**config.mk**
```make
export PLATFORM = sky130hd
export DESIGN_NAME = sexpr_token_scanner
export DESIGN_NICKNAME = d
export VERILOG_FILES = /design/src/rtl/core/stok_pkg.sv /design/src/rtl/core/stok_scan_core.sv /design/src/rtl/core/stok_result_queue.sv /design/src/rtl/core/sexpr_token_scanner.sv
export SDC_FILE = /design/constraint.sdc
export NUM_CORES = 1
export LEC_CHECK = 0
export BUFFER_PORTS_ARGS = -buffer_cell sky130_fd_sc_hd__buf_2
export CORE_UTILIZATION = 50
export CTS_CLUSTER_DIAMETER = 60
export CTS_CLUSTER_SIZE = 14
export DETAILED_ROUTE_END_ITERATION = 8
export PLACE_DENSITY = 0.67
export SLEW_MARGIN = 25
export SYNTH_ARGS = -nofsm -noshare
export SYNTH_HDL_FRONTEND = slang
export SYNTH_SLANG_ARGS = --single-unit
```
**constraint.sdc**
```tcl
create_clock -name clock -period 7.4 [get_ports clock]
set_input_delay 0.37 -clock clock [delete_from_list [all_inputs] [get_ports clock]]
set_output_delay 0.37 -clock clock [all_outputs]
set_load 0.01 [all_outputs]
```
**src/rtl/core/stok_pkg.sv**
```systemverilog
// Shared types and constants for the s-expression token scanner.
`default_nettype none

package stok_pkg;

   localparam int POSITION_BITS = 16;
   localparam int VALUE_BITS    = 32;

   // Result queue depth; must be a power of two so the pointers wrap freely.
   localparam int QUEUE_DEPTH = 4;
   localparam int QUEUE_PTR_BITS = $clog2(QUEUE_DEPTH);

   typedef enum logic [3:0] {
      KIND_END     = 4'd0,
      KIND_UNTERM  = 4'd1,
      KIND_OPEN    = 4'd2,
      KIND_CLOSE   = 4'd3,
      KIND_QUOTE   = 4'd4,
      KIND_QUASI   = 4'd5,
      KIND_UNQUOTE = 4'd6,
      KIND_SPLICE  = 4'd7,
      KIND_DOT     = 4'd8,
      KIND_INT     = 4'd9,
      KIND_STRING  = 4'd10,
      KIND_SYMBOL  = 4'd11
   } kind_type;

   typedef struct packed {
      kind_type                     kind;
      logic [POSITION_BITS-1:0]     start;
      logic [POSITION_BITS-1:0]     length;
      logic signed [VALUE_BITS-1:0] value;
      logic                         overflow;
      logic                         last;
   } token_type;

   // Up to two tokens per input word, already packed in delivery order.
   typedef struct packed {
      logic      first_valid;
      token_type first;
      logic      second_valid;
      token_type second;
   } emit_type;

endpackage

`default_nettype wire

```
**src/rtl/core/stok_scan_core.sv**
```systemverilog
// Lexer state machine: classifies one byte per cycle while go is high and forms its tokens.
`default_nettype none

module stok_scan_core (
   input  logic               clock,
   input  logic               reset,
   input  logic               go,
   input  logic [7:0]         text_byte,
   output stok_pkg::emit_type emit
);
   import stok_pkg::*;

   typedef enum logic [3:0] {
      MODE_IDLE,
      MODE_COMMENT,
      MODE_COMMA,
      MODE_DOT,
      MODE_SIGN,
      MODE_INT,
      MODE_SYMBOL,
      MODE_STRING,
      MODE_ESCAPE
   } mode_type;

   localparam logic [7:0] CH_NUL    = 8'h00;
   localparam logic [7:0] CH_TAB    = 8'h09;
   localparam logic [7:0] CH_LF     = 8'h0a;
   localparam logic [7:0] CH_CR     = 8'h0d;
   localparam logic [7:0] CH_SPACE  = 8'h20;
   localparam logic [7:0] CH_DQUOTE = 8'h22;
   localparam logic [7:0] CH_QUOTE  = 8'h27;
   localparam logic [7:0] CH_OPEN   = 8'h28;
   localparam logic [7:0] CH_CLOSE  = 8'h29;
   localparam logic [7:0] CH_PLUS   = 8'h2b;
   localparam logic [7:0] CH_COMMA  = 8'h2c;
   localparam logic [7:0] CH_MINUS  = 8'h2d;
   localparam logic [7:0] CH_DOT    = 8'h2e;
   localparam logic [7:0] CH_ZERO   = 8'h30;
   localparam logic [7:0] CH_NINE   = 8'h39;
   localparam logic [7:0] CH_SEMI   = 8'h3b;
   localparam logic [7:0] CH_AT     = 8'h40;
   localparam logic [7:0] CH_BSLASH = 8'h5c;
   localparam logic [7:0] CH_BTICK  = 8'h60;

   localparam int PB = POSITION_BITS;
   localparam int VB = VALUE_BITS;
   localparam int PW = VB + 4;

   mode_type        mode_ff, mode_in;
   logic [PB-1:0]   pos_ff, pos_in;
   logic [PB-1:0]   begin_ff, begin_in;
   logic [VB-1:0]   acc_ff, acc_in;
   logic            neg_ff, neg_in;
   logic            sat_ff, sat_in;

   logic            is_end, blank_byte, is_sep, digit_byte, is_eol;
   logic [PW-1:0]   acc_ext, prod;
   logic [VB-1:0]   limit, dig_acc;
   logic            dig_sat;
   logic            redo;
   logic            a_valid, b_valid;
   token_type       tok_a, tok_b, tok_int, tok_sym;

   function automatic token_type make_token(kind_type kind, logic [PB-1:0] start,
                                            logic [PB-1:0] length);
      token_type t;
      t          = '0;
      t.kind     = kind;
      t.start    = start;
      t.length   = length;
      return t;
   endfunction

   // Character classes.
   assign is_end     = (text_byte == CH_NUL);
   assign is_eol     = (text_byte == CH_CR) || (text_byte == CH_LF);
   assign blank_byte = (text_byte == CH_SPACE) || (text_byte == CH_TAB) || is_eol;
   assign is_sep     = blank_byte || (text_byte == CH_SEMI) || (text_byte == CH_OPEN)
                       || (text_byte == CH_CLOSE) || (text_byte == CH_DQUOTE);
   assign digit_byte = (text_byte >= CH_ZERO) && (text_byte <= CH_NINE);

   // acc*10 + d as two shifts; saturate when the result passes the signed bound.
   assign acc_ext = {4'b0000, acc_ff};
   assign prod    = (acc_ext << 3) + (acc_ext << 1) + PW'(text_byte[3:0]);
   assign limit   = neg_ff ? {1'b1, {(VB-1){1'b0}}} : {1'b0, {(VB-1){1'b1}}};
   assign dig_sat = sat_ff || (prod > {4'b0000, limit});
   assign dig_acc = dig_sat ? limit : prod[VB-1:0];

   always_comb begin
      tok_int          = make_token(KIND_INT, begin_ff, '0);
      tok_int.value    = neg_ff ? $signed(VB'(-acc_ff)) : $signed(acc_ff);
      tok_int.overflow = sat_ff;
      tok_sym          = make_token(KIND_SYMBOL, begin_ff, PB'(pos_ff - begin_ff));
   end

   always_comb begin
      mode_in  = mode_ff;
      pos_in   = pos_ff;
      begin_in = begin_ff;
      acc_in   = acc_ff;
      neg_in   = neg_ff;
      sat_in   = sat_ff;
      redo     = 1'b0;
      a_valid  = 1'b0;
      b_valid  = 1'b0;
      tok_a    = '0;
      tok_b    = '0;

      unique case (mode_ff)
         MODE_COMMENT: begin
            if (is_eol) begin
               mode_in = MODE_IDLE;
            end else if (is_end) begin
               redo = 1'b1;
            end
         end
         MODE_COMMA: begin
            a_valid = 1'b1;
            if (text_byte == CH_AT) begin
               tok_a   = make_token(KIND_SPLICE, begin_ff, '0);
               mode_in = MODE_IDLE;
            end else begin
               tok_a = make_token(KIND_UNQUOTE, begin_ff, '0);
               redo  = 1'b1;
            end
         end
         MODE_DOT: begin
            if (is_sep) begin
               a_valid = 1'b1;
               tok_a   = make_token(KIND_DOT, begin_ff, '0);
               redo    = 1'b1;
            end else if (is_end) begin
               a_valid = 1'b1;
               tok_a   = tok_sym;
               redo    = 1'b1;
            end else begin
               mode_in = MODE_SYMBOL;
            end
         end
         MODE_SIGN, MODE_INT: begin
            if (digit_byte) begin
               mode_in = MODE_INT;
               acc_in  = dig_acc;
               sat_in  = dig_sat;
            end else if (is_sep || is_end) begin
               a_valid = 1'b1;
               tok_a   = (mode_ff == MODE_INT) ? tok_int : tok_sym;
               redo    = 1'b1;
            end else begin
               mode_in = MODE_SYMBOL;
            end
         end
         MODE_SYMBOL: begin
            if (is_sep || is_end) begin
               a_valid = 1'b1;
               tok_a   = tok_sym;
               redo    = 1'b1;
            end
         end
         MODE_STRING: begin
            if (text_byte == CH_DQUOTE) begin
               a_valid = 1'b1;
               tok_a   = make_token(KIND_STRING, PB'(begin_ff + 1'b1),
                                    PB'(pos_ff - begin_ff - 1'b1));
               mode_in = MODE_IDLE;
            end else if (text_byte == CH_BSLASH) begin
               mode_in = MODE_ESCAPE;
            end else if (is_end) begin
               a_valid = 1'b1;
               tok_a   = make_token(KIND_UNTERM, PB'(begin_ff + 1'b1),
                                    PB'(pos_ff - begin_ff - 1'b1));
            end
         end
         MODE_ESCAPE: begin
            // the escaped byte is taken raw; the one after it is examined again
            if (is_end) begin
               a_valid = 1'b1;
               tok_a   = make_token(KIND_UNTERM, PB'(begin_ff + 1'b1),
                                    PB'(pos_ff - begin_ff - 1'b1));
            end else begin
               mode_in = MODE_STRING;
            end
         end
         default: begin
            redo = 1'b1;
         end
      endcase

      // Rescan the byte from idle.
      if (redo) begin
         mode_in = MODE_IDLE;
         if (is_end) begin
            b_valid = 1'b1;
            tok_b   = make_token(KIND_END, pos_ff, '0);
         end else begin
            begin_in = pos_ff;
            acc_in   = '0;
            neg_in   = 1'b0;
            sat_in   = 1'b0;
            if (!blank_byte) begin
               case (text_byte)
                  CH_SEMI:   mode_in = MODE_COMMENT;
                  CH_OPEN:   begin
                     b_valid = 1'b1;
                     tok_b   = make_token(KIND_OPEN, pos_ff, '0);
                  end
                  CH_CLOSE:  begin
                     b_valid = 1'b1;
                     tok_b   = make_token(KIND_CLOSE, pos_ff, '0);
                  end
                  CH_QUOTE:  begin
                     b_valid = 1'b1;
                     tok_b   = make_token(KIND_QUOTE, pos_ff, '0);
                  end
                  CH_BTICK:  begin
                     b_valid = 1'b1;
                     tok_b   = make_token(KIND_QUASI, pos_ff, '0);
                  end
                  CH_COMMA:  mode_in = MODE_COMMA;
                  CH_DOT:    mode_in = MODE_DOT;
                  CH_DQUOTE: mode_in = MODE_STRING;
                  CH_PLUS:   mode_in = MODE_SIGN;
                  CH_MINUS:  begin
                     mode_in = MODE_SIGN;
                     neg_in  = 1'b1;
                  end
                  default: begin
                     if (digit_byte) begin
                        mode_in = MODE_INT;
                        acc_in  = VB'(text_byte[3:0]);
                     end else begin
                        mode_in = MODE_SYMBOL;
                     end
                  end
               endcase
            end
         end
      end

      // End of text drops all state, position included.
      if (is_end) begin
         mode_in  = MODE_IDLE;
         pos_in   = '0;
         begin_in = '0;
         acc_in   = '0;
         neg_in   = 1'b0;
         sat_in   = 1'b0;
      end else begin
         pos_in = PB'(pos_ff + 1'b1);
      end
   end

   // Pack in delivery order and flag the final token of the word.
   always_comb begin
      emit              = '0;
      emit.first_valid  = go && (a_valid || b_valid);
      emit.first        = a_valid ? tok_a : tok_b;
      emit.first.last   = !(a_valid && b_valid);
      emit.second_valid = go && a_valid && b_valid;
      emit.second       = tok_b;
      emit.second.last  = 1'b1;
   end

   always_ff @(posedge clock) begin
      if (reset) begin
         mode_ff  <= MODE_IDLE;
         pos_ff   <= '0;
         begin_ff <= '0;
         acc_ff   <= '0;
         neg_ff   <= 1'b0;
         sat_ff   <= 1'b0;
      end else if (go) begin
         mode_ff  <= mode_in;
         pos_ff   <= pos_in;
         begin_ff <= begin_in;
         acc_ff   <= acc_in;
         neg_ff   <= neg_in;
         sat_ff   <= sat_in;
      end
   end

endmodule

`default_nettype wire

```
**src/rtl/core/stok_result_queue.sv**
```systemverilog
// Small token queue: takes up to two tokens a cycle, delivers one unless the output stalls.
`default_nettype none

module stok_result_queue (
   input  logic                clock,
   input  logic                reset,
   input  stok_pkg::emit_type  push,
   input  logic                out_stall,
   output logic                head_valid,
   output stok_pkg::token_type head,
   output logic                room
);
   import stok_pkg::*;

   localparam int PTR = QUEUE_PTR_BITS;

   token_type        mem_ff [QUEUE_DEPTH];
   logic [PTR-1:0]   wr_ff, rd_ff;
   logic [PTR:0]     count_ff;
   logic [1:0]       n_push;
   logic             pop;

   assign n_push     = {1'b0, push.first_valid} + {1'b0, push.second_valid};
   assign head_valid = (count_ff != '0);
   assign head       = mem_ff[rd_ff];
   assign pop        = head_valid && !out_stall;
   // Room for a full pair, not counting a word leaving this cycle.
   assign room       = (count_ff <= (PTR+1)'(QUEUE_DEPTH - 2));

   always_ff @(posedge clock) begin
      if (reset) begin
         wr_ff    <= '0;
         rd_ff    <= '0;
         count_ff <= '0;
      end else begin
         wr_ff    <= PTR'(wr_ff + PTR'(n_push));
         rd_ff    <= PTR'(rd_ff + PTR'(pop));
         count_ff <= (PTR+1)'(count_ff + (PTR+1)'(n_push) - (PTR+1)'(pop));
      end
   end

   always_ff @(posedge clock) begin
      if (push.first_valid) begin
         mem_ff[wr_ff] <= push.first;
      end
      if (push.second_valid) begin
         mem_ff[PTR'(wr_ff + 1'b1)] <= push.second;
      end
   end

endmodule

`default_nettype wire

```
**src/rtl/core/sexpr_token_scanner.sv**
```systemverilog
// Streaming lexer for Lisp source text: bytes in, tokens out.
//
// Input channel (req_): one source byte per word; a zero byte ends the text.
// Result channel (rsp_): one token per word with kind, start offset, length,
// integer value and overflow flag; rsp_last_result marks the last token a
// given byte produced (a byte yields zero, one or two tokens).
// Tokens that need lookahead (symbols, integers, dot, unquote) come out when
// the byte after them is processed.
// A taken byte sits in the input register, is scanned combinationally and
// its tokens are written into the result queue, whose head is the output.
// Throughput: one byte per cycle while the receiver keeps up; the two tokens
// of a byte leave one at a time through the single output port of the
// four-word result queue. Input stalls while the queue cannot take a pair.
// Reset clears the scanner to idle at position zero and empties the queue.
// When the receiver stalls, the queue fills and req_stall rises; no word is
// lost. The position and all scan state also return to zero after a zero byte.
`default_nettype none

module sexpr_token_scanner (
   input  logic                                  clock,
   input  logic                                  reset,
   input  logic                                  req_valid,
   output logic                                  req_stall,
   input  logic [7:0]                            req_text_byte,
   output logic                                  rsp_valid,
   input  logic                                  rsp_stall,
   output logic [3:0]                            rsp_token_kind,
   output logic [stok_pkg::POSITION_BITS-1:0]    rsp_start_offset,
   output logic [stok_pkg::POSITION_BITS-1:0]    rsp_token_length,
   output logic signed [stok_pkg::VALUE_BITS-1:0] rsp_int_result,
   output logic                                  rsp_int_overflow,
   output logic                                  rsp_last_result
);
   import stok_pkg::*;

   logic       in_valid_ff;
   logic [7:0] in_byte_ff;
   logic       go;
   logic       room;
   emit_type   emit;
   token_type  head;
   kind_type   final_kind;

   assign go        = in_valid_ff && room;
   assign req_stall = in_valid_ff && !room;

   // Hold the byte while the queue is short of space.
   always_ff @(posedge clock) begin
      if (reset) begin
         in_valid_ff <= 1'b0;
      end else if (!req_stall) begin
         in_valid_ff <= req_valid;
      end
   end

   always_ff @(posedge clock) begin
      if (!req_stall) begin
         in_byte_ff <= req_text_byte;
      end
   end

   stok_scan_core u_core (
      .clock     (clock),
      .reset     (reset),
      .go        (go),
      .text_byte (in_byte_ff),
      .emit      (emit)
   );

   stok_result_queue u_queue (
      .clock      (clock),
      .reset      (reset),
      .push       (emit),
      .out_stall  (rsp_stall),
      .head_valid (rsp_valid),
      .head       (head),
      .room       (room)
   );

   assign rsp_token_kind   = head.kind;
   assign rsp_start_offset = head.start;
   assign rsp_token_length = head.length;
   assign rsp_int_result   = head.value;
   assign rsp_int_overflow = head.overflow;
   assign rsp_last_result  = head.last;

   assign final_kind = emit.second_valid ? emit.second.kind : emit.first.kind;

   // A zero byte always closes the text with an end or unterminated token.
   a_end_of_text: assert property (@(posedge clock) disable iff (reset)
      (go && (in_byte_ff == 8'h00)) |->
         (emit.first_valid && ((final_kind == KIND_END) || (final_kind == KIND_UNTERM))))
      else $error("zero byte did not close the text");

   a_pair_order: assert property (@(posedge clock) disable iff (reset)
      emit.second_valid |-> (emit.first_valid && !emit.first.last))
      else $error("second token without a leading first token");

   a_empty_room: assert property (@(posedge clock) disable iff (reset)
      !rsp_valid |-> !req_stall)
      else $error("input stalled while the result queue is empty");

endmodule

`default_nettype wire

```
==> implementation parameters, run 1 <==
Parameter                              Value

Setup path
  Arrival time at the worst endpoint ... 6.63 ns
  Crit path capture type ... flop
  Depth of the worst register-to-register path ... 22
  Crit path buffers/inverters ... 2
  Required @ worst endpoint ... 7.84 ns
  Slowest cell delay on critical path ... 0.62 ns
  Levels on crit path ... 22
  Top fanout value on the critical path ... 17
  Slowest-stage cell, CP ... edfxtp_1
  Sequence of cells on the critical path ... fa_1 -> ha_1 -> a211oi_1 -> o211ai_1 -> a21oi_1 -> o21ai_0 -> a31o_2 -> a21o_1 -> a21oi_1 -> xnor2_1 -> ha_1 -> nand4_1 -> nor2_1 -> a221o_1 -> o41ai_1 -> o2bb2ai_1 -> o2111ai_1 -> nor3_1 -> buf_4 -> nor3_2 -> buf_4 -> a221o_1
  Dominant delay contributor by cell family on the critical path ... compound AO/OA/AOI/OAI gates
  Start-to-end type of the worst setup path ... flop to flop
  Crit start category ... flop

Global routing
  Aggregate global routing overflow ... 0
  Largest net degree at the start of global routing ... 66
  Overall fraction of global-route tracks in use ... 0.282
  Wire length of the first global-routing pass ... 93700 um
  Antenna violations before repair ... 2
  Vias in the first global route ... 16.7k

Final layout
  Layout filler cell count ... 3559
  Synthesis-to-finish area growth ... 10.1%
  Number of nets at the end of the flow ... 2258
  Commonest non-fill, non-tap cells in the layout ... 279 x dfxtp_1, 162 x nand2_1, 152 x nor2_1
  Register cell area after layout ... 8180 um2
  Area of the multi-input gates ... 11900 um2
  Layout cells sized above 1 ... 0.132
  Number of diodes ... 0
  Most frequent standard cell in the layout excluding fill and tap cells ... dfxtp_1

Timing
  Number of endpoints failing setup at the final stage ... 0
  Pin slew with the least headroom to its limit ... 1.05 ns
  RSZ-0062 raised after global routing ... false
  Total negative slack for setup checks ... 0 ns
  Number of failing hold endpoints at the final stage ... 0
  Maximum operating frequency ... 161 MHz
  Maximum clock skew at final layout ... 0.0253 ns
  Time the worst path needs with I/O delays and setup ... 6.20 ns
  Slew headroom ... 0.293
  Final cycle utilization of the critical path ... 0.838
  Final slew viol count ... 0

Route
  Initial DRC count ... 1689
  Antenna-violating nets left ... 0
  Detailed Route WL ... 59700 um
  Met2 layer wire length in the routed design ... 26900 um
  Total number of vias ... 17.6k
  Length of routed met3 wiring ... 4240 um
  Met1 layer wirelength in the final routing ... 27300 um
  Drt drc ... 0
  Routed wirelength normalized by instance count ... 22.3 um
  Via/cell ratio ... 6.59
  Top routing layer used ... met4
  First-pass iteration count of the detailed router ... 5

Logic synthesis
  Post-Synthesis Cell Area ... 20700 um2
  Synth top area cells ... dfxtp_1 27%, edfxtp_1 12%, mux4_2 7.6%
  Async SR Flop Fraction ... 0
  Main synth FF type ... dfxtp_1
  Post-Syn Area per Cell ... 9.84 um2
  Yosys top cell area share ... 0.272
  Post-synthesis cell type count ... 91
  Post-synthesis instance total ... 2105
  Synthesis-stage register bit count ... 366
  Number of nets in the synthesized netlist ... 2241
  Number of warning messages in the yosys log ... 0
  Largest area contributor in the netlist ... dfxtp_1
  Number of enable flip-flop cells after synthesis ... 84
  Seq/Total Area, Yosys ... 0.394

Place
  Port Buffers ... 83
  Detailed-placement wirelength estimate ... 39900 um
  Final Wtd Congestion ... 0.922

Clocking
  Clock insertion delay at the later pin of the skew report ... 0.57 ns
  Clock Pin Slew Worst Setup and Hold Paths ... 0.06 ns
  Maximum level of the CTS H-tree ... 2
  Number of buffers created by CTS ... 37
  Clock root buffer ... clkbuf_16
  Post-cts gate resize count ... 0
  Max Buffers Root-to-Sink ... 3
  CTS tree ... built
  Clock sink count ... 366

Power and ir drop
  Worst vdd rail ir drop ... 0.177 mV
  Leakage dissipation ... 8.80 nW
  Cell Pwr Density ... 221 nW/um2
  Overall power consumption ... 5.03 mW

Outcome
  Run status ... completed

Floorplan
  Die height ... 206 um
  Area inside the core boundary ... 40800 um2
  Number of rows created at floorplan ... 74
  Boundary pin count ... 84
  Initial Utilization ... 0.507
  DIE WIDTH ... 206 um
  DIE AREA ... 42300 um2

Job
  Max-cap violation count ... 0

Hold path
  Worst Hold Class ... primary input to flop
  Number of cells on the worst hold path ... 3
[path summary, 6_finish.rpt]
path              slack [ns]                   from                     to
setup reg to reg        1.20          in_byte_ff[3]      u_core.acc_ff[26]
hold / removal          0.04              req_valid            in_valid_ff
hold reg to reg         0.45  u_queue.mem_ff[2][43]  u_queue.mem_ff[2][43]
setup / recovery        1.20          in_byte_ff[3]      u_core.acc_ff[26]
[cell usage after synthesis, drive strengths merged, types with 12 or more instances]
cell       n
a21oi     93
nand2    164
and3      25
o2bb2ai   35
inv       46
a21boi    14
or3       20
a21o      25
a221o     26
nor3      24
nand4     19
o21a      14
edfxtp    84
nand3     60
a31oi     27
clkbuf   101
nor2     153
buf       45
xnor2     36
o211ai    24
a22oi     14
o21ai    142
mux4      70
and2      12
o22ai     47
nor2b     22
ha       120
a22o     131
dfxtp    282
xor2      59
a211oi    26
[layer usage]
metal / global-route usage / vias to the layer above
li1: - / 8121
met1: 0.407 / 8698
met2: 0.435 / 709
met3: 0.0391 / 90
met4: 0.0865 / 0
met5: 0 / -
[area by class of cell]
class	instances	area share
Clock buffer	43	0.0425
Clock inverter	15	0.00954
Inverter	46	0.00757
Multi-Input combinational cell	1547	0.520
Sequential cell	366	0.358
Tap cell	532	0.0292
Timing Repair Buffer	124	0.0326
[through the flow]
step / instances / util / setup slack [ns] / hold slack (ns) / instance area [um2]
CTS: 2673 / 0.559 / 1.27 / 0.0304 / 22800
finish: 2673 / 0.559 / 1.20 / 0.0433 / 22800
global route: 2673 / 0.559 / 0.734 / 0.0489 / 22800
floorplan: 2105 / - / 2.17 / 0.420 / 20700
detailed placement: 2607 / 0.528 / 1.34 / 0.440 / 21500
global placement: 2607 / 0.528 / 1.40 / 0.429 / 21500
[logic make-up after synthesis]
logic type,after synthesis,share of synthesized area
xor+xnor,95,0.0402
fa+ha+maj,124,0.0763
flops,366,0.394
mux,74,0.0780
simple gates,545,0.125
buf+inv,192,0.0370
compound gates,709,0.249
[state kept, by name, indices dropped and copies added, names as in the netlist]
signal and count:
u_core.mode_ff 4, u_queue.mem_ff 280, u_core.neg_ff 1, u_core.begin_ff 16
u_core.pos_ff 16, u_queue.wr_ff 2, u_core.sat_ff 1, in_byte_ff 8
u_queue.rd_ff 2, in_valid_ff 1, u_queue.count_ff 3, u_core.acc_ff 32
[what timing repair did]
item,4_1_cts,5_1_grt
setup buffers,0,0
endpoints found under the setup margin,0,0
endpoints found under the hold margin,8,0
hold buffers,8,0
[power by group]
part,total (mW),internal (mW),switching (mW)
registers,2.19,2.08,0.103
logic,0.978,0.384,0.593
clock network,1.87,1.03,0.836
total,5.03,3.50,1.53
[worst reg2reg max path, delay by kind of cell, from the launching register on]
kind                     cells  cell delay (ns)
AND/OR/NAND/NOR              4             0.57
adder cells (fa/ha/maj)      3             1.23
flip-flops                   1             0.62
AO/OA/AOI/OAI               12             2.99
XOR/XNOR                     1             0.18
buffers and inverters        2             0.49
(Power assumes the default switching activity.)
==> inputs of run 2 (changes only) <==
ABC_AREA = 1   (was not set)
clock period = 6.2 ns   (was 7.4 ns; I/O delays follow)
==> run 2 against run 1 <==
Sequential share of layout area fell by 1.3 points. Register-to-register slack got worse by 0.26 ns. Via count rose by 18%. Routed wire length rose by 12%. Synthesized area rose by 4.9%. Highest routed layer unchanged. Synthesized cell count rose by 43%. Design area rose by 3.6%. Worst setup slack got worse by 0.26 ns. Final cell count rose by 36%. Clock skew rose by 0.0087 ns.
==> implementation parameters, run 2 <==
Parameter                              Value

Clocking
  Buffer count from post-CTS setup fixing ... 0
  Clock root buffer ... clkbuf_16
  CTS tree ... built
  Max Buffers Root-to-Sink ... 3
  Clock Pin Slew Worst Setup and Hold Paths ... 0.06 ns
  Number of buffers created by CTS ... 37
  Maximum level of the CTS H-tree ... 2
  Clock sink count ... 366
  Clock insertion delay at the later pin of the skew report ... 0.58 ns

Timing
  Maximum operating frequency ... 190 MHz
  Number of failing hold endpoints at the final stage ... 0
  Time the worst path needs with I/O delays and setup ... 5.26 ns
  Total negative slack for setup checks ... 0 ns
  RSZ-0062 raised after global routing ... false
  Maximum clock skew at final layout ... 0.0340 ns
  Pin slew with the least headroom to its limit ... 1.12 ns
  Number of endpoints failing setup at the final stage ... 0
  Slew headroom ... 0.251
  Final cycle utilization of the critical path ... 0.848
  Final slew viol count ... 0

Logic synthesis
  Number of nets in the synthesized netlist ... 3143
  Yosys top cell area share ... 0.260
  Seq/Total Area, Yosys ... 0.376
  Async SR Flop Fraction ... 0
  Post-Syn Area per Cell ... 7.23 um2
  Number of enable flip-flop cells after synthesis ... 84
  Cell with the most instances after synthesis ... nand2_1
  Largest area contributor in the netlist ... dfxtp_1
  Number of warning messages in the yosys log ... 0
  Synthesis-stage register bit count ... 366
  Synth top area cells ... dfxtp_1 26%, nand2_1 12%, edfxtp_1 12%
  Main synth FF type ... dfxtp_1
  Post-synthesis cell type count ... 52
  Post-synthesis instance total ... 3007
  Most common library cells after synthesis ... 677 x nand2_1, 299 x o21ai_0, 296 x nor2_1, 282 x dfxtp_1, 276 x inv_1
  Post-Synthesis Cell Area ... 21700 um2

Job
  Max-cap violation count ... 0

Floorplan
  Area inside the core boundary ... 43000 um2
  Initial Utilization ... 0.506
  DIE AREA ... 44300 um2
  DIE WIDTH ... 210 um
  Number of rows created at floorplan ... 76
  Boundary pin count ... 84
  Die height ... 210 um

Place
  Final Wtd Congestion ... 0.978
  Detailed-placement wirelength estimate ... 45700 um
  Port Buffers ... 83

Outcome
  Run status ... completed

Setup path
  Arrival time at the worst endpoint ... 5.74 ns
  Cell repeated most along the worst path ... nand2_1
  Required @ worst endpoint ... 6.68 ns
  Dominant delay contributor by cell family on the critical path ... simple AND/OR/NAND/NOR gates
  Start-to-end type of the worst setup path ... flop to flop
  Top fanout value on the critical path ... 27
  Slowest cell delay on critical path ... 0.57 ns
  Crit path buffers/inverters ... 2
  Slowest-stage cell, CP ... fa_1
  Crit path capture type ... flop
  Crit start category ... flop

Route
  Detailed Route WL ... 66800 um
  Drt drc ... 0
  Initial DRC count ... 2179
  Antenna-violating nets left ... 0
  Via/cell ratio ... 5.72
  Routed wirelength normalized by instance count ... 18.4 um
  Total number of vias ... 20.7k
  First-pass iteration count of the detailed router ... 5

Final layout
  Synthesis-to-finish area growth ... 8.75%
  Most frequent standard cell in the layout excluding fill and tap cells ... nand2_1
  Max reg flops ... 280
  Register bank with the most flops ... u_queue.mem_ff
  Layout cells sized above 1 ... 0.0831
  Layout filler cell count ... 4193
  Commonest non-fill, non-tap cells in the layout ... 677 x nand2_1, 299 x o21ai_0, 295 x nor2_1
  Largest regs ... u_queue.mem_ff x280, u_core.acc_ff x32
  Post-Route Utilization ... 0.550
  Number of diodes ... 0
  Number of nets at the end of the flow ... 3157

Hold path
  Worst Hold Class ... primary input to flop

Global routing
  Vias in the first global route ... 19.5k
  Overall fraction of global-route tracks in use ... 0.299
  Wire length of the first global-routing pass ... 105000 um
  Aggregate global routing overflow ... 0
  Antenna violations before repair ... 0
  Largest net degree at the start of global routing ... 115

Power and ir drop
  Leakage dissipation ... 10.9 nW
  Worst vdd rail ir drop ... 0.213 mV
  Cell Pwr Density ... 322 nW/um2
## run 2: cell types whose count changed in the layout (fill, tap and decap cells not counted), moves of 73 or more
cell     before  now
nand2_1     162  677
a21oi_1      90  189
inv_1        44  274
o21ai_0     120  299
a22o_1      131    0
nand3_1      60  149
o22ai_1      46  119
nor2_1      152  295
## run 2: cell families (layout without fill, tap and decap cells)
group	count (synthesis)	count (layout)	share of synthesized area
xor gates and xnor gates	71	71	0.0286
and+or+nand+nor	1248	1248	0.242
buffers and inverters	433	469	0.0840
DFF	366	366	0.376
adders and majority gates	124	124	0.0728
AOI/OAI and AO/OA	765	765	0.197
## run 2: per-layer routing
layer / part of all wire / vias to the layer above / global-route usage
met4: 0.015 / 0 / 0.0747
met1: 0.46 / 9820 / 0.419
li1: - / 10100 / -
met5: 0 / - / 0
met3: 0.067 / 74 / 0.0362
met2: 0.46 / 725 / 0.486
## run 2: path summary, 6_finish.rpt
| path | from | endpoint | slack (ns) | cells after the start |
|---|---|---|---|---|
| max reg2reg | in_byte_ff[3] | u_core.acc_ff[21] | 0.94 | 27 |
| min | rsp_stall | u_queue.rd_ff[0] | 0.27 | 5 |
| min reg2reg | u_queue.mem_ff[1][39] | u_queue.mem_ff[1][39] | 0.44 | 2 |
| max | in_byte_ff[3] | u_core.acc_ff[21] | 0.94 | 27 |
## run 2: report_power, final
part | switching [mW] | internal, mW | leakage [nW]
combinational | 1.86 | 0.844 | 7.10
sequential | 0.126 | 2.52 | 3.21
clock | 1.03 | 1.23 | 0.581
total | 3.02 | 4.59 | 10.9
## run 2: worst reg2reg max path, cell delays in order (launching register included)
cell and delay [ns]:
edfxtp_1 0.50, fa_1 0.57, fa_1 0.48, nand2_1 0.08, inv_1 0.06, nand2_1 0.05, nand3_1 0.09, nand2_1 0.08
nand2_1 0.09, nand2_1 0.08, nand2_1 0.11, a21oi_1 0.28, o21ai_0 0.14, or2_2 0.28, nand2_1 0.09, inv_1 0.05
ha_1 0.29, nand2_1 0.08, nor2_1 0.05, a211oi_1 0.18, nand2_1 0.11, nand2_1 0.07, nand2_1 0.08, nor2_4 0.35
nor2_1 0.16, nor2_4 0.50, nand2_1 0.13, a21oi_1 0.16
## run 2: through the flow
| stage | setup WS, ns | total power, mW | hold slack (ns) | std cells | cell area (um2) |
|---|---|---|---|---|---|
| CTS | 0.991 | 7.61 | 0.266 | 3628 | 23600 |
| finish | 0.945 | 7.60 | 0.272 | 3628 | 23600 |
| floorplan | 1.90 | 4.50 | 0.409 | 3007 | 21700 |
| global route | 0.500 | 8.03 | 0.292 | 3628 | 23600 |
| global placement | 1.12 | 5.33 | 0.422 | 3558 | 22300 |
| detailed placement | 1.01 | 5.36 | 0.428 | 3558 | 22300 |
## run 2: layout make-up
type / instances / area, um2 / share of cell area
flip-flops and latches: 366 / 8170 / 0.346
well taps: 585 / 732 / 0.0310
inverters: 296 / 1120 / 0.0475
clock buffers: 48 / 1010 / 0.0428
repair buffers: 112 / 668 / 0.0283
clock inverters: 13 / 179 / 0.00757
multi-input cells: 2208 / 11700 / 0.497
## run 2: timing repair
item / CTS / global route
endpoints found under the setup margin: 0 / 0
hold buffers: 9 / 0
resized for setup: 0 / 0
endpoints found under the hold margin: 9 / 0
==> inputs of run 3 (changes only) <==
ABC_AREA = 0   (was 1)
clock period = 5.21 ns   (was 6.2 ns; I/O delays follow)
==> run 3 against run 2 <==
Clock power is 11% higher. Routed wire length decreased by 8.2%. Hold slack better by 0.015 ns. Count of clock-buffer cells in the layout shrank 3. First-iteration DRC count is 23% lower. Final cell count is 25% lower. Design area decreased by 1.5%. Combinational power down 47%. Clock skew fell by 0.0091 ns.
==> implementation parameters, run 3 (synthesis results as in run 1) <==
Parameter                              Value

Outcome
  Run status ... completed

Route
  Total number of vias ... 17.8k
  Routed wirelength normalized by instance count ... 22.5 um
  Antenna-violating nets left ... 0
  First-pass iteration count of the detailed router ... 6
  Drt drc ... 0
  Initial DRC count ... 1687
  Detailed Route WL ... 61300 um
  Via/cell ratio ... 6.54

Final layout
  Max reg flops ... 280
  Most frequent standard cell in the layout excluding fill and tap cells ... dfxtp_1
  Register bank with the most flops ... u_queue.mem_ff
  Number of nets at the end of the flow ... 2305
  Layout filler cell count ... 3575
  Register cell area after layout ... 8180 um2
  Commonest non-fill, non-tap cells in the layout ... 277 x dfxtp_1, 164 x nand2_1, 150 x nor2_1
  Synthesis-to-finish area growth ... 12.4%
  Layout cells sized above 1 ... 0.159
  Number of diodes ... 0
  Area of the multi-input gates ... 12000 um2
  Final instance count without filler cells ... 2721
  Largest regs ... u_queue.mem_ff x280, u_core.acc_ff x32

Power and ir drop
  Part of the power in the clock network ... 0.355
  Portion of total power attributed to combinational logic ... 0.205
  Switching share of power ... 0.306
  Leakage dissipation ... 9.12 nW
  Fraction of power consumed by sequential logic ... 0.440
  Overall power consumption ... 7.04 mW
  Design internal power ... 4.88 mW
  Worst vdd rail ir drop ... 0.210 mV
  Cell Pwr Density ... 302 nW/um2
  Reported net switching power ... 2.15 mW

Setup path
  Crit path capture type ... flop
  Top fanout value on the critical path ... 6
  Arrival time at the worst endpoint ... 5.46 ns
  Required @ worst endpoint ... 5.64 ns
  Start-to-end type of the worst setup path ... flop to flop
  Sequence of cells on the critical path ... fa_1 -> buf_4 -> fa_2 -> a211o_1 -> a221o_1 -> nand2_1 -> nand2_1 -> a21oi_1 -> xnor2_1 -> ha_1 -> nand2_1 -> o21ai_0 -> a221o_1 -> o41ai_2 -> o2bb2ai_1 -> o2111ai_2 -> nor3_4 -> nor3_4 -> clkbuf_16 -> a221o_1
  Critical path origin ... in_byte_ff[3]
  Crit start category ... flop
  Slowest-stage cell, CP ... fa_1
  Slowest cell delay on critical path ... 0.53 ns
  Worst r2r src ... in_byte_ff[3]

Floorplan
  Die height ... 206 um
  Number of rows created at floorplan ... 74
  Boundary pin count ... 84
  Area inside the core boundary ... 40800 um2
  DIE AREA ... 42300 um2
  DIE WIDTH ... 206 um
  Initial Utilization ... 0.507

Timing
  Maximum operating frequency ... 199 MHz
  Number of failing hold endpoints at the final stage ... 0
  Number of endpoints failing setup at the final stage ... 0
  Slew headroom ... 0.384
  Pin slew with the least headroom to its limit ... 0.913 ns
  Time the worst path needs with I/O delays and setup ... 5.03 ns
  Final slew viol count ... 0
  Maximum clock skew at final layout ... 0.0249 ns
  Final cycle utilization of the critical path ... 0.965

Place
  Final Wtd Congestion ... 0.942
  Detailed-placement wirelength estimate ... 41000 um
  Total instance count after detailed placement ... 2645
  Port Buffers ... 83

Global routing
  Largest net degree at the start of global routing ... 49
  Aggregate global routing overflow ... 0
  Overall fraction of global-route tracks in use ... 0.282
  Wire length of the first global-routing pass ... 93600 um
  Vias in the first global route ... 16.6k
  Antenna violations before repair ... 0

Clocking
  CTS tree ... built
  Maximum level of the CTS H-tree ... 2
  Clock root buffer ... clkbuf_16
  Clock insertion delay at the later pin of the skew report ... 0.56 ns
  Number of buffers created by CTS ... 36
  Clock sink count ... 366
  Clock Pin Slew Worst Setup and Hold Paths ... 0.06 ns
  Max Buffers Root-to-Sink ... 3

Hold path
  Hold_sp ... rsp_stall
  Worst Hold Class ... primary input to flop

Job
  Max-cap violation count ... 0
## run 3: changes by cell type in the layout (fill, tap and decap cells not counted), sizes merged, moves of 70 or more
cell / previous run / this run
nor2: 306 / 153
mux4: 0 / 70
o21ai: 379 / 142
o22ai: 137 / 47
inv: 300 / 52
a22o: 0 / 131
nand2: 697 / 164
a21oi: 192 / 93
nand3: 150 / 60
## run 3: what timing repair did
item                                    in CTS  in global routing
gates cloned                                 0                  3
hold endpoints to repair                     9                  0
buffers inserted                             0                  6
gates resized for setup                      2                 32
hold buffers                                 9                  0
endpoints found under the setup margin      33                 33
pin swaps                                    0                 25
## run 3: area by class of cell
| class | instances | share of cell area |
|---|---|---|
| clock buffer | 45 | 0.0401 |
| sequential | 366 | 0.351 |
| timing repair buffer | 172 | 0.0509 |
| clock inverter | 13 | 0.00661 |
| tap | 532 | 0.0286 |
| multi-input combinational | 1547 | 0.515 |
| inverter | 46 | 0.00742 |
## run 3: final timing paths
check / end / slack, ns / depth (start not counted)
min reg2reg: u_queue.mem_ff[0][48] / 0.45 / 2
min: u_queue.rd_ff[0] / 0.29 / 4
max reg2reg: u_core.acc_ff[16] / 0.18 / 20
max: u_core.acc_ff[16] / 0.18 / 20
## run 3: metal layers
layer	vias to the layer above	wire length [um]	global-route usage
met5	-	0	0
met4	0	1460	0.0886
met3	93	4320	0.0339
met2	743	27500	0.432
met1	8765	28000	0.413
li1	8203	-	-
## run 3: worst max-delay path: cells and delay by family (launching register included)
| family | cells | cell delay [ns] |
|---|---|---|
| DFF | 1 | 0.41 |
| xor gates and xnor gates | 1 | 0.19 |
| and+or+nand+nor | 5 | 0.62 |
| adders and majority gates | 3 | 1.22 |
| AOI/OAI and AO/OA | 9 | 2.11 |
| buffers and inverters | 2 | 0.38 |
## run 3: stage by stage
step	setup TNS, ns	setup slack [ns]	utilization	hold slack [ns]	area (um2)
finish	0	0.180	0.570	0.287	23300
detailed placement	-2.18	-0.0975	0.535	0.439	21900
global placement	0	0.0113	0.535	0.428	21900
floorplan	0	0.0411	-	0.359	20700
global route	-0.329	-0.0302	0.570	0.318	23300
CTS	0	0.00906	0.564	0.268	23000
## run 3: power groups by stage
stage / clock, mW / combinational [mW] / sequential, mW
3_5_place_dp: 0 / 1.41 / 3.16
4_1_cts: 2.54 / 1.42 / 3.10
3_3_place_gp: 0 / 1.39 / 3.16
6_report: 2.50 / 1.44 / 3.09
5_1_grt: 2.63 / 1.57 / 3.11
2_1_floorplan: 0 / 1.11 / 3.05
